`src/sv/crt_pkg.sv`:
```
// package for the crt reconstruction block: widths, payload structs, states
// no dependencies
package crt_pkg;
  localparam int unsigned WordW = 31;
  localparam int unsigned CntW = 6;
  localparam int unsigned QDepth = 2;
  localparam int unsigned QPtrW = 1;

  typedef logic [WordW-1:0] word_t;

  typedef struct packed {
    word_t residue;
    word_t factor_modulus;
    logic  last_factor;
  } crt_in_t;

  typedef struct packed {
    word_t solution;
    logic  bad_modulus;
  } crt_out_t;

  typedef struct packed {
    word_t residue;
    word_t factor_modulus;
    logic  last_factor;
    logic  zero_factor;
  } crt_job_t;

  typedef enum logic [3:0] {
    StIdle, StReduce, StRedDiv, StSetup, StDivQ, StEuDiv,
    StEuMul, StEuNext, StMulA, StMulB, StFin
  } crt_state_e;
endpackage

```
`src/sv/crt_front.sv`:
```
// front end: accepts requests, flags zero factors and queues them
// depends on crt_pkg
module crt_front import crt_pkg::*; (
  input  logic     clk_i,
  input  logic     rst_ni,
  input  logic     push,
  output logic     full,
  input  crt_in_t  in_data_i,
  output logic     job_valid_o,
  input  logic     job_take_i,
  output crt_job_t job_o
);
  crt_job_t         mem_q [QDepth];
  logic [QPtrW-1:0] wr_q, rd_q;
  logic [QPtrW:0]   cnt_q;
  logic             do_push, do_pop;

  assign full        = (cnt_q == (QPtrW+1)'(QDepth));
  assign do_push     = push && !full;
  assign job_valid_o = (cnt_q != '0);
  assign do_pop      = job_take_i && job_valid_o;
  assign job_o       = mem_q[rd_q];

  always_ff @(posedge clk_i) begin
    if (do_push) begin
      mem_q[wr_q] <= '{residue: in_data_i.residue,
                       factor_modulus: in_data_i.factor_modulus,
                       last_factor: in_data_i.last_factor,
                       zero_factor: (in_data_i.factor_modulus == '0)};
    end
  end

  always_ff @(posedge clk_i or negedge rst_ni) begin
    if (!rst_ni) begin
      wr_q  <= '0;
      rd_q  <= '0;
      cnt_q <= '0;
    end else begin
      if (do_push) wr_q <= wr_q + 1'b1;
      if (do_pop) rd_q <= rd_q + 1'b1;
      cnt_q <= cnt_q + (QPtrW+1)'(do_push) - (QPtrW+1)'(do_pop);
    end
  end
endmodule

```
`src/sv/crt_back.sv`:
```
// back end: bit-serial division, extended euclid and modular multiply
// depends on crt_pkg
module crt_back import crt_pkg::*; (
  input  logic     clk_i,
  input  logic     rst_ni,
  input  word_t    prime_i,
  input  logic     job_valid_i,
  output logic     job_take_o,
  input  crt_job_t job_i,
  output logic     out_valid_o,
  input  logic     out_take_i,
  output crt_out_t out_o
);
  crt_state_e state_q, state_d;
  word_t      bigm_q, sum_q, m_q, r_q, q_q;
  logic       err_q, last_q;
  // divider
  word_t      dn_q, dd_q, quo_q, rem_q;
  logic [CntW-1:0] cnt_q;
  // euclid
  word_t      tp_q, tc_q;
  // multiplier
  word_t      ma_q, mb_q, mr_q, mn_q;
  crt_out_t   out_q;
  logic       outv_q;

  logic [WordW:0] rem_sh, ma_dbl, mr_add;
  logic           div_sub, div_last, out_load;
  word_t          rem_nx, quo_nx, ma_dbl_r, mr_add_r, sum_add, tnext;
  word_t          bigm;

  assign bigm = (prime_i >= word_t'(2)) ? prime_i - word_t'(1) : '0;
  assign rem_sh = {rem_q, dn_q[WordW-1]};
  assign div_sub = (rem_sh >= {1'b0, dd_q});
  assign rem_nx = div_sub ? word_t'(rem_sh - {1'b0, dd_q}) : word_t'(rem_sh);
  assign quo_nx = {quo_q[WordW-2:0], div_sub};
  assign div_last = (cnt_q == CntW'(1));
  assign ma_dbl = {1'b0, ma_q} + {1'b0, ma_q};
  assign ma_dbl_r = (ma_dbl >= {1'b0, mn_q}) ? word_t'(ma_dbl - {1'b0, mn_q})
                                              : word_t'(ma_dbl);
  assign mr_add = {1'b0, mr_q} + {1'b0, ma_q};
  assign mr_add_r = (mr_add >= {1'b0, mn_q}) ? word_t'(mr_add - {1'b0, mn_q})
                                              : word_t'(mr_add);
  assign tnext = (tp_q >= mr_q) ? tp_q - mr_q : tp_q + (m_q - mr_q);
  assign sum_add = (sum_q >= bigm_q - mr_q) ? sum_q - (bigm_q - mr_q) : sum_q + mr_q;

  assign out_valid_o = outv_q;
  assign out_o       = out_q;

  // next state
  always_comb begin
    state_d = state_q;
    case (state_q)
      StIdle: begin
        if (job_valid_i) state_d = StReduce;
      end
      StReduce: begin
        if (bigm_q != '0 && sum_q >= bigm_q) state_d = StRedDiv;
        else state_d = StSetup;
      end
      StRedDiv: begin
        if (div_last) state_d = StSetup;
      end
      StSetup: begin
        if (m_q == '0 || bigm_q == '0) state_d = StFin;
        else state_d = StDivQ;
      end
      StDivQ: begin
        if (div_last) begin
          if (quo_nx == '0) state_d = StFin;
          else state_d = StEuDiv;
        end
      end
      StEuDiv: begin
        if (div_last) state_d = StEuMul;
      end
      StEuMul: begin
        if (mb_q == '0) state_d = StEuNext;
      end
      StEuNext: begin
        if (rem_q != '0) state_d = StEuDiv;
        else state_d = StMulA;
      end
      StMulA: begin
        if (mb_q == '0) state_d = StMulB;
      end
      StMulB: begin
        if (mb_q == '0) state_d = StFin;
      end
      StFin: begin
        if (!last_q || out_load) state_d = StIdle;
      end
      default: state_d = StIdle;
    endcase
  end

  // outputs
  always_comb begin
    job_take_o = (state_q == StIdle) && job_valid_i;
    out_load   = (state_q == StFin) && last_q && (!outv_q || out_take_i);
  end

  always_ff @(posedge clk_i or negedge rst_ni) begin
    if (!rst_ni) begin
      state_q <= StIdle;
      bigm_q  <= '0;
      sum_q   <= '0;
      m_q     <= '0;
      r_q     <= '0;
      q_q     <= '0;
      err_q   <= 1'b0;
      last_q  <= 1'b0;
      dn_q    <= '0;
      dd_q    <= '0;
      quo_q   <= '0;
      rem_q   <= '0;
      cnt_q   <= '0;
      tp_q    <= '0;
      tc_q    <= '0;
      ma_q    <= '0;
      mb_q    <= '0;
      mr_q    <= '0;
      mn_q    <= '0;
      out_q   <= '0;
      outv_q  <= 1'b0;
    end else begin
      state_q <= state_d;
      if (out_load) outv_q <= 1'b1;
      else if (out_take_i) outv_q <= 1'b0;
      case (state_q)
        StIdle: begin
          if (job_valid_i) begin
            r_q    <= job_i.residue;
            m_q    <= job_i.factor_modulus;
            last_q <= job_i.last_factor;
            bigm_q <= bigm;
            if (job_i.zero_factor) err_q <= 1'b1;
            if (bigm == '0) sum_q <= '0;
          end
        end
        StReduce: begin
          // stored sum from an earlier modulus
          if (bigm_q != '0 && sum_q >= bigm_q) begin
            dn_q  <= sum_q;
            dd_q  <= bigm_q;
            rem_q <= '0;
            quo_q <= '0;
            cnt_q <= CntW'(WordW);
          end
        end
        StSetup: begin
          if (!(m_q == '0 || bigm_q == '0)) begin
            dn_q  <= bigm_q;
            dd_q  <= m_q;
            rem_q <= '0;
            quo_q <= '0;
            cnt_q <= CntW'(WordW);
          end
        end
        StRedDiv, StDivQ, StEuDiv: begin
          if (div_last && state_q == StDivQ) begin
            // q = M / m, then euclid on (m, q)
            q_q   <= quo_nx;
            tp_q  <= '0;
            tc_q  <= (m_q == word_t'(1)) ? '0 : word_t'(1);
            dn_q  <= m_q;
            dd_q  <= quo_nx;
            rem_q <= '0;
            quo_q <= '0;
            cnt_q <= CntW'(WordW);
          end else begin
            dn_q  <= dn_q << 1;
            rem_q <= rem_nx;
            quo_q <= quo_nx;
            cnt_q <= cnt_q - CntW'(1);
          end
          if (div_last && state_q == StRedDiv) sum_q <= rem_nx;
          if (div_last && state_q == StEuDiv) begin
            ma_q <= tc_q;
            mb_q <= quo_nx;
            mr_q <= '0;
            mn_q <= m_q;
          end
        end
        StEuMul, StMulA, StMulB: begin
          if (mb_q != '0) begin
            if (mb_q[0]) mr_q <= mr_add_r;
            ma_q <= ma_dbl_r;
            mb_q <= mb_q >> 1;
          end else if (state_q == StMulA) begin
            ma_q <= mr_q;
            mb_q <= q_q;
            mr_q <= '0;
          end else if (state_q == StMulB) begin
            sum_q <= sum_add;
          end
        end
        StEuNext: begin
          tp_q <= tc_q;
          tc_q <= tnext;
          if (rem_q != '0) begin
            dn_q  <= dd_q;
            dd_q  <= rem_q;
            rem_q <= '0;
            quo_q <= '0;
            cnt_q <= CntW'(WordW);
          end else begin
            ma_q <= tc_q;
            mb_q <= r_q;
            mr_q <= '0;
            mn_q <= bigm_q;
          end
        end
        StFin: begin
          if (out_load) begin
            out_q <= '{solution: sum_q, bad_modulus: err_q};
            sum_q <= '0;
            err_q <= 1'b0;
          end
        end
        default: ;
      endcase
    end
  end
endmodule

```
`src/sv/crt_reconstruct.sv`:
```
// crt reconstruction block
// channels: queue-style request input (push/full), result output (empty/pop)
// and a prime write port (cfg_we_i/cfg_data_i) with no wait and no read-back.
// one request = residue, factor modulus and a last flag; a result is given
// only for a request with the last flag set: the sum of residue * inverse *
// quotient over the set, modulo the configured prime minus one, plus an
// error flag if any factor was zero.
// a front queue of two entries takes requests while the back end works on one.
// per request the back end steps through its control states, a reduction
// division when the stored sum must be reduced to a new modulus, the
// bit-serial quotient division, extended euclid rounds of one division and
// one multiply each and the two final modular multiplies; a zero factor goes
// from setup straight to the final state; requests are handled one at a time.
// one result waits in an output register; a stalled receiver stops the back
// end only when the next result is due, then the front queue fills and full rises.
// reset clears the running sum, the error flag and the queue and sets the prime to 3;
// the user must write the prime only while no request is in flight; not enforced.
module crt_reconstruct import crt_pkg::*; (
  input  logic     clk_i,
  input  logic     rst_ni,
  input  logic     push,
  output logic     full,
  input  crt_in_t  in_data_i,
  output logic     empty,
  input  logic     pop,
  output crt_out_t out_data_o,
  input  logic     cfg_we_i,
  input  word_t    cfg_data_i
);
  word_t    prime_q;
  logic     job_valid, job_take, out_valid;
  crt_job_t job;

  always_ff @(posedge clk_i or negedge rst_ni) begin
    if (!rst_ni) prime_q <= word_t'(3);
    else if (cfg_we_i) prime_q <= cfg_data_i;
  end

  crt_front u_front (
    .clk_i, .rst_ni, .push, .full, .in_data_i,
    .job_valid_o(job_valid), .job_take_i(job_take), .job_o(job)
  );

  crt_back u_back (
    .clk_i, .rst_ni, .prime_i(prime_q),
    .job_valid_i(job_valid), .job_take_o(job_take), .job_i(job),
    .out_valid_o(out_valid), .out_take_i(pop), .out_o(out_data_o)
  );

  assign empty = !out_valid;
endmodule

```
`config.mk`:
```
export PLATFORM = sky130hd
export DESIGN_NAME = crt_reconstruct
export DESIGN_NICKNAME = d
export VERILOG_FILES = /design/src/sv/crt_pkg.sv /design/src/sv/crt_front.sv /design/src/sv/crt_back.sv /design/src/sv/crt_reconstruct.sv
export SDC_FILE = /design/constraint.sdc
export NUM_CORES = 2
export LEC_CHECK = 0
export BUFFER_PORTS_ARGS = -buffer_cell sky130_fd_sc_hd__buf_2
export CAP_MARGIN = 10
export CORE_UTILIZATION = 30
export DETAILED_ROUTE_END_ITERATION = 7
export GPL_ROUTABILITY_DRIVEN = 0
export SYNTH_ARGS = -nofsm -noshare
export SYNTH_HDL_FRONTEND = slang
export SYNTH_SLANG_ARGS = --single-unit
```
`constraint.sdc`:
```
create_clock -name clk_i -period 5.05 [get_ports clk_i]
set_input_delay 0.7575 -clock clk_i [delete_from_list [all_inputs] [get_ports clk_i]]
set_output_delay 0.7575 -clock clk_i [all_outputs]
set_load 0.01 [all_outputs]
```
Word level (Yosys, flattened, before mapping)
Memories as Yosys holds them, arrays and structs flattened. Index checks and enable logic that the tools add are counted.

Register bits after elaboration: 544. Memory bits (writable): 128. Input port bits: 99. Output and inout bits: 34. Memories: 1.

Memories: u_front.mem_q (words 2, bits a word 64, read ports 1, clocked after Yosys merged registers in 0, wr ports 1, RTL line crt_front.sv:13) `crt_job_t mem_q [QDepth];`.

$add $sub $neg: 17. Order comparisons: 7. Equality and inequality tests: 36. Multiplexer cells: 81. Reductions and logical operators: 46.

Operators by type and width (count): $mux 31 (42); $pmux 31 s4 (4); $pmux 31 s3 (3); $sub 31x31->31 (7); $logic_not 31->1 (6); $pmux 31 s2 (3); $pmux 30 s4 (1); $ge 32x31->1 (3); $ge 31x31->1 (3); $reduce_bool 31->1 (3); $add 31x31->32 (2); $add 31x31->31 (2); $mux 4 (11); $pmux 4 s11 (1); $eq 31x1->1 const B (1); $ge 31x2->1 const B (1); $sub 31x1->31 const B (1); $mux 30 (1); $ne 2x1->1 const B (15); $mux 6 (4); $pmux 6 s4 (1); $eq 4x3->1 const B (4); $reduce_and 8->1 (2); $eq 4x4->1 const B (3); other kinds (25) (63).

Logic depth before layout (Yosys ltp)
Word-level depth: 7. Depth in mapped cells: 26. Mapped depth without buffers: 24.

Cells and area by module
A second synthesis with hierarchy kept.

Cells, all modules: 5208. Area total of the unflattened synthesis: 46759.8 um^2.

Modules (own cells, without submodules): crt_back (times used 1, cells an instance 4914, area each 40502.6 um^2, seq. area each 12737.2 um^2); crt_front (times used 1, cells an instance 228, area each 5092.4 um^2, seq. area each 3943.8 um^2); crt_reconstruct (times used 1, cells an instance 66, area each 1164.9 um^2, seq. area each 778.2 um^2).

Worst setup path after synthesis
No wires, ideal clock.

Path kind: register to register. Start: register u_back.mr_q[0]. End: register u_back.mr_q[21]. Library setup time: 133 ps. Arrival: 5167 ps. Required time: 4917 ps. Path slack: -250 ps. Stages on the path, launching flop included: 20. Buffers on the path: 1. Period minus slack after synthesis: 5300 ps. Path through: dfrtp_1 > ha_1 > fa_1 > a21o_1 > a21o_1 > a2111oi_0 > o21bai_1 > a21o_1 > a21oi_1 > xnor2_1 > ha_1 > nand4_1 > or3_1 > nand3_1 > a31oi_1 > o41a_1 > o221ai_1 > clkbuf_1 > mux2i_1 > o21ai_0.

Cells in the longest elaborated chain, start to end: 6.

RTL lines: from (decl) (RTL line crt_back.sv:23) `word_t ma_q, mb_q, mr_q, mn_q;`; from (signal assigned) (RTL line crt_back.sv:187) `if (mb_q[0]) mr_q <= mr_add_r;`; $add 31x31->32 (*) (RTL line crt_back.sv:41) `assign mr_add = {1'b0, mr_q} + {1'b0, ma_q};`; $sub 31x31->31 or $ge 32x31->1 (tied branches) (RTL line crt_back.sv:42) `assign mr_add_r = (mr_add >= {1'b0, mn_q}) ? word_t'(mr_add - {1'b0, mn_q})`; $mux 31 (*) (RTL line crt_back.sv:42); $mux 31 (*) (RTL line crt_back.sv:187); $mux 31 (*) (RTL line crt_back.sv:186) `if (mb_q != '0) begin`; $pmux 31 s3 (*) (RTL line crt_back.sv:130) `case (state_q)`.

Mark *: on every way between the ends. The rest lies on a longest branch, timed or not. The select of a mux whose other input is x is not followed. A chain may end at the register's enable or synchronous reset.

Final worst setup path
Start: register u_back.mr_q[2]. End: register u_back.mr_q[28].

The elaborated chain is that of the path after synthesis.

==> results.yml <==
outcome:
  status: "finished with violations"
  violations: "DRC"
setup_path:
  worstPathArrival_ns: 5.47
  start_kind: "register"
  worstRegToRegCells: 20
  worstReg2RegStart: "u_back.mr_q[2]"
  path_class: "register to register"
  required_ns: 5.61
  r2r_end: "u_back.mr_q[28]"
  cp_max_fo: 5
  cp-end-kind: "register"
  timing.reg2reg.setup_slack_ns: 0.14
finish:
  final_cells: 7510
  nNetsFinal: 5875
  multi_input_comb_area_sq_um: 26600
  layout_commonest_cell: "nand2_1"
  layout-drive-gt1-share_pct: 14.43
  layout_common_cells: "nand2_1, dfrtp_1, o21ai_0, a21oi_1, nor2_1"
  fin_util_pct: 35.80
  final.fill_count: 15390
  syn_to_final_growth_pct: 17.99
  regArea_sq_um: 17460
route:
  vias: 42320
  drt-initial-drc-count: 4903
  first_pass_iters: 8
  ant_nets: 0
  wirelength_microns: 176200
  detail_route.wl_per_cell_microns: 23.47
  drt-vias-per-instance: 5.635
  drc: 18
sta:
  finalCritPeriodShare_pct: 97.14
  hold_slack_ns: 0.09604
  slew_violations: 0
  final_hold_viol_count: 0
  worst_pin_slew_ns: 1.145
  fmax_ghz: 0.2038
  fin_crit_ns: 4.906
  skew_ns: 0.05486
  setup_viol: 0
  slew_headroom_pct: 21.71
  tns_ns: 0
clocking:
  cts_sinks: 672
  ctsHoldBuffers: 0
  htree_levels: 3
  clk_pin_slew_ns: 0.06
  cts_root_buf: "clkbuf_16"
  numCtsBuffers: 77
  cts_tree: "yes"
  insertion_delay_ns: 0.72
  clockBufferDepth: 3
global_route:
  use_met3_pct: 4.076
  antenna_found_initial: 7
  grt_max_degree: 128
  met2_usage_pct: 33.88
  gr-max-usage-layer: "met2"
  grt_pass1_wl_microns: 259800
  met1_usage_pct: 29.70
  grt_pass1_vias: 40140
  grt_usage_pct: 22.45
  gr-total-overflow: 0
yosys:
  synth_seq_cells: 672
  synth_edf_count: 128
  syn_avg_cell_area_sq_um: 8.876
  synthFlopType: "dfrtp_1"
  synth_area_leaders: "dfrtp_1, ha_1, edfxtp_1"
  synthesis.area_sq_um: 45610
  synth_top_area_share_pct: 29.73
  ys_types: 80
  synthCells: 5139
  ys_seq_area_share_pct: 38.28
  yosysWarningCount: 0
  ys_async_sr_fraction_pct: 80.95
  synthesis.nets: 5590
  yosysTopAreaCell: "dfrtp_1"
floorplan:
  ios: 133
  die_w_microns: 391.9
  die_h_microns: 391.9
  core_sq_um: 150300
  num_rows: 142
  die_area_sq_um: 153600
  initial_core_util_pct: 30.35
placed_design:
  place_inst: 7343
  io_buffer_count: 132
  hpwlAfterDp_microns: 134900
min_path:
  hp-class: "input pin to asynchronous set/reset pin"
run:
  max-cap-violations: 0
area by class of cell:
class                      count  share of cell area (%)
multi-input combinational   3882                   49.42
sequential                   672                   32.45
clock buffer                  94                   3.924
antenna                        6                 0.02790
tap                         2016                   4.687
clock inverter                49                  0.9857
inverter                     334                   2.330
timing repair buffer         457                   6.173
cells in the mapped netlist (all sizes together), types with 58 or more instances:
cell / number
clkbuf: 210
inv: 334
a31oi: 127
edfxtp: 128
nor3: 71
o31ai: 63
ha: 314
xnor2: 163
mux2i: 121
nand3: 65
a21oi: 360
nor2: 350
dfrtp: 542
o21ai: 378
a21o: 143
nand2: 700
a222oi: 62
xor2: 98
mux2: 58
metrics by stage:
step / worst slack [ns] / cell area [sq um]
4_1_cts: 0.002161 / 53270
6_report: 0.1443 / 53820
3_3_place_gp: -0.3796 / 50430
3_5_place_dp: -0.4811 / 50430
5_1_grt: -0.05818 / 53800
2_1_floorplan: 0.04988 / 45630
sequential cells by signal, summed over array words and instances, names as in the netlist, 2 cells and up:
signal          cells
u_back.out_o       32
u_back.bigm_q      31
u_front.cnt_q       2
u_back.rem_q       31
u_back.m_q         31
u_back.sum_q       31
u_back.q_q         31
u_back.ma_q        31
u_back.tp_q        31
u_front.mem_q     128
u_back.quo_q       30
u_back.mb_q        31
prime_q            31
u_back.dd_q        31
u_back.tc_q        31
u_back.state_q      4
u_back.mr_q        31
u_back.mn_q        31
u_back.dn_q        31
u_back.cnt_q        6
u_back.r_q         31
cells by family (layout without fill, tap and decap cells):
family,count (synthesis),count (layout),share of synthesized area (%)
adders and majority gates,352,352,10.28
DFF,672,672,38.28
and+or+nand+nor,1489,1489,14.50
AOI/OAI and AO/OA,1601,1601,23.00
buffers and inverters,585,934,4.839
xor gates and xnor gates,261,261,5.012
other,0,6,0
muxes,179,179,4.087
routing by layer:
metal	wire [microns]	up-vias	share of wire, %
met2	75640	2133	43
met3	15820	463	9.0
met5	57	-	0.032
met1	72450	20420	41
li1	-	19300	-
met4	12270	8	7.0
worst max-delay path by stage:
stage	cells past startpoint	startpoint	end	slack (ns)
floorplan	19	u_back.mr_q[0]	u_back.mr_q[11]	0.05
detailed placement	22	u_back.mr_q[0]	u_back.mr_q[27]	-0.48
global placement	21	u_back.mr_q[0]	u_back.mr_q[27]	-0.38
CTS	23	u_back.mr_q[1]	u_back.sum_q[28]	0.002
finish	20	u_back.mr_q[2]	u_back.mr_q[28]	0.14
global route	22	u_back.mr_q[2]	u_back.mr_q[12]	-0.06
worst max-delay path, cell delays in order (launching register included):
cell	delay, ns
dfrtp_1	0.37
buf_4	0.17
ha_1	0.35
o21ai_0	0.13
o21a_1	0.23
or4_4	0.53
a211o_1	0.33
nand3b_1	0.16
xor2_1	0.29
ha_1	0.36
a21oi_1	0.19
o21a_1	0.17
o21ai_0	0.10
a21o_1	0.19
a21oi_1	0.14
o41a_1	0.24
buf_4	0.17
o21bai_4	0.06
a21oi_1	0.21
xnor2_1	0.10
a221o_1	0.30
what timing repair did:
action | CTS | global route
gates resized for setup | 36 | 102
hold endpoints to repair | 0 | 0
buffers inserted | 3 | 12
cloned | 1 | 1
pin swaps | 12 | 57
endpoints found under the setup margin | 61 | 62
Power is not shown: default switching activity piles up to over one toggle a cycle in this logic, so the estimate is an artifact.
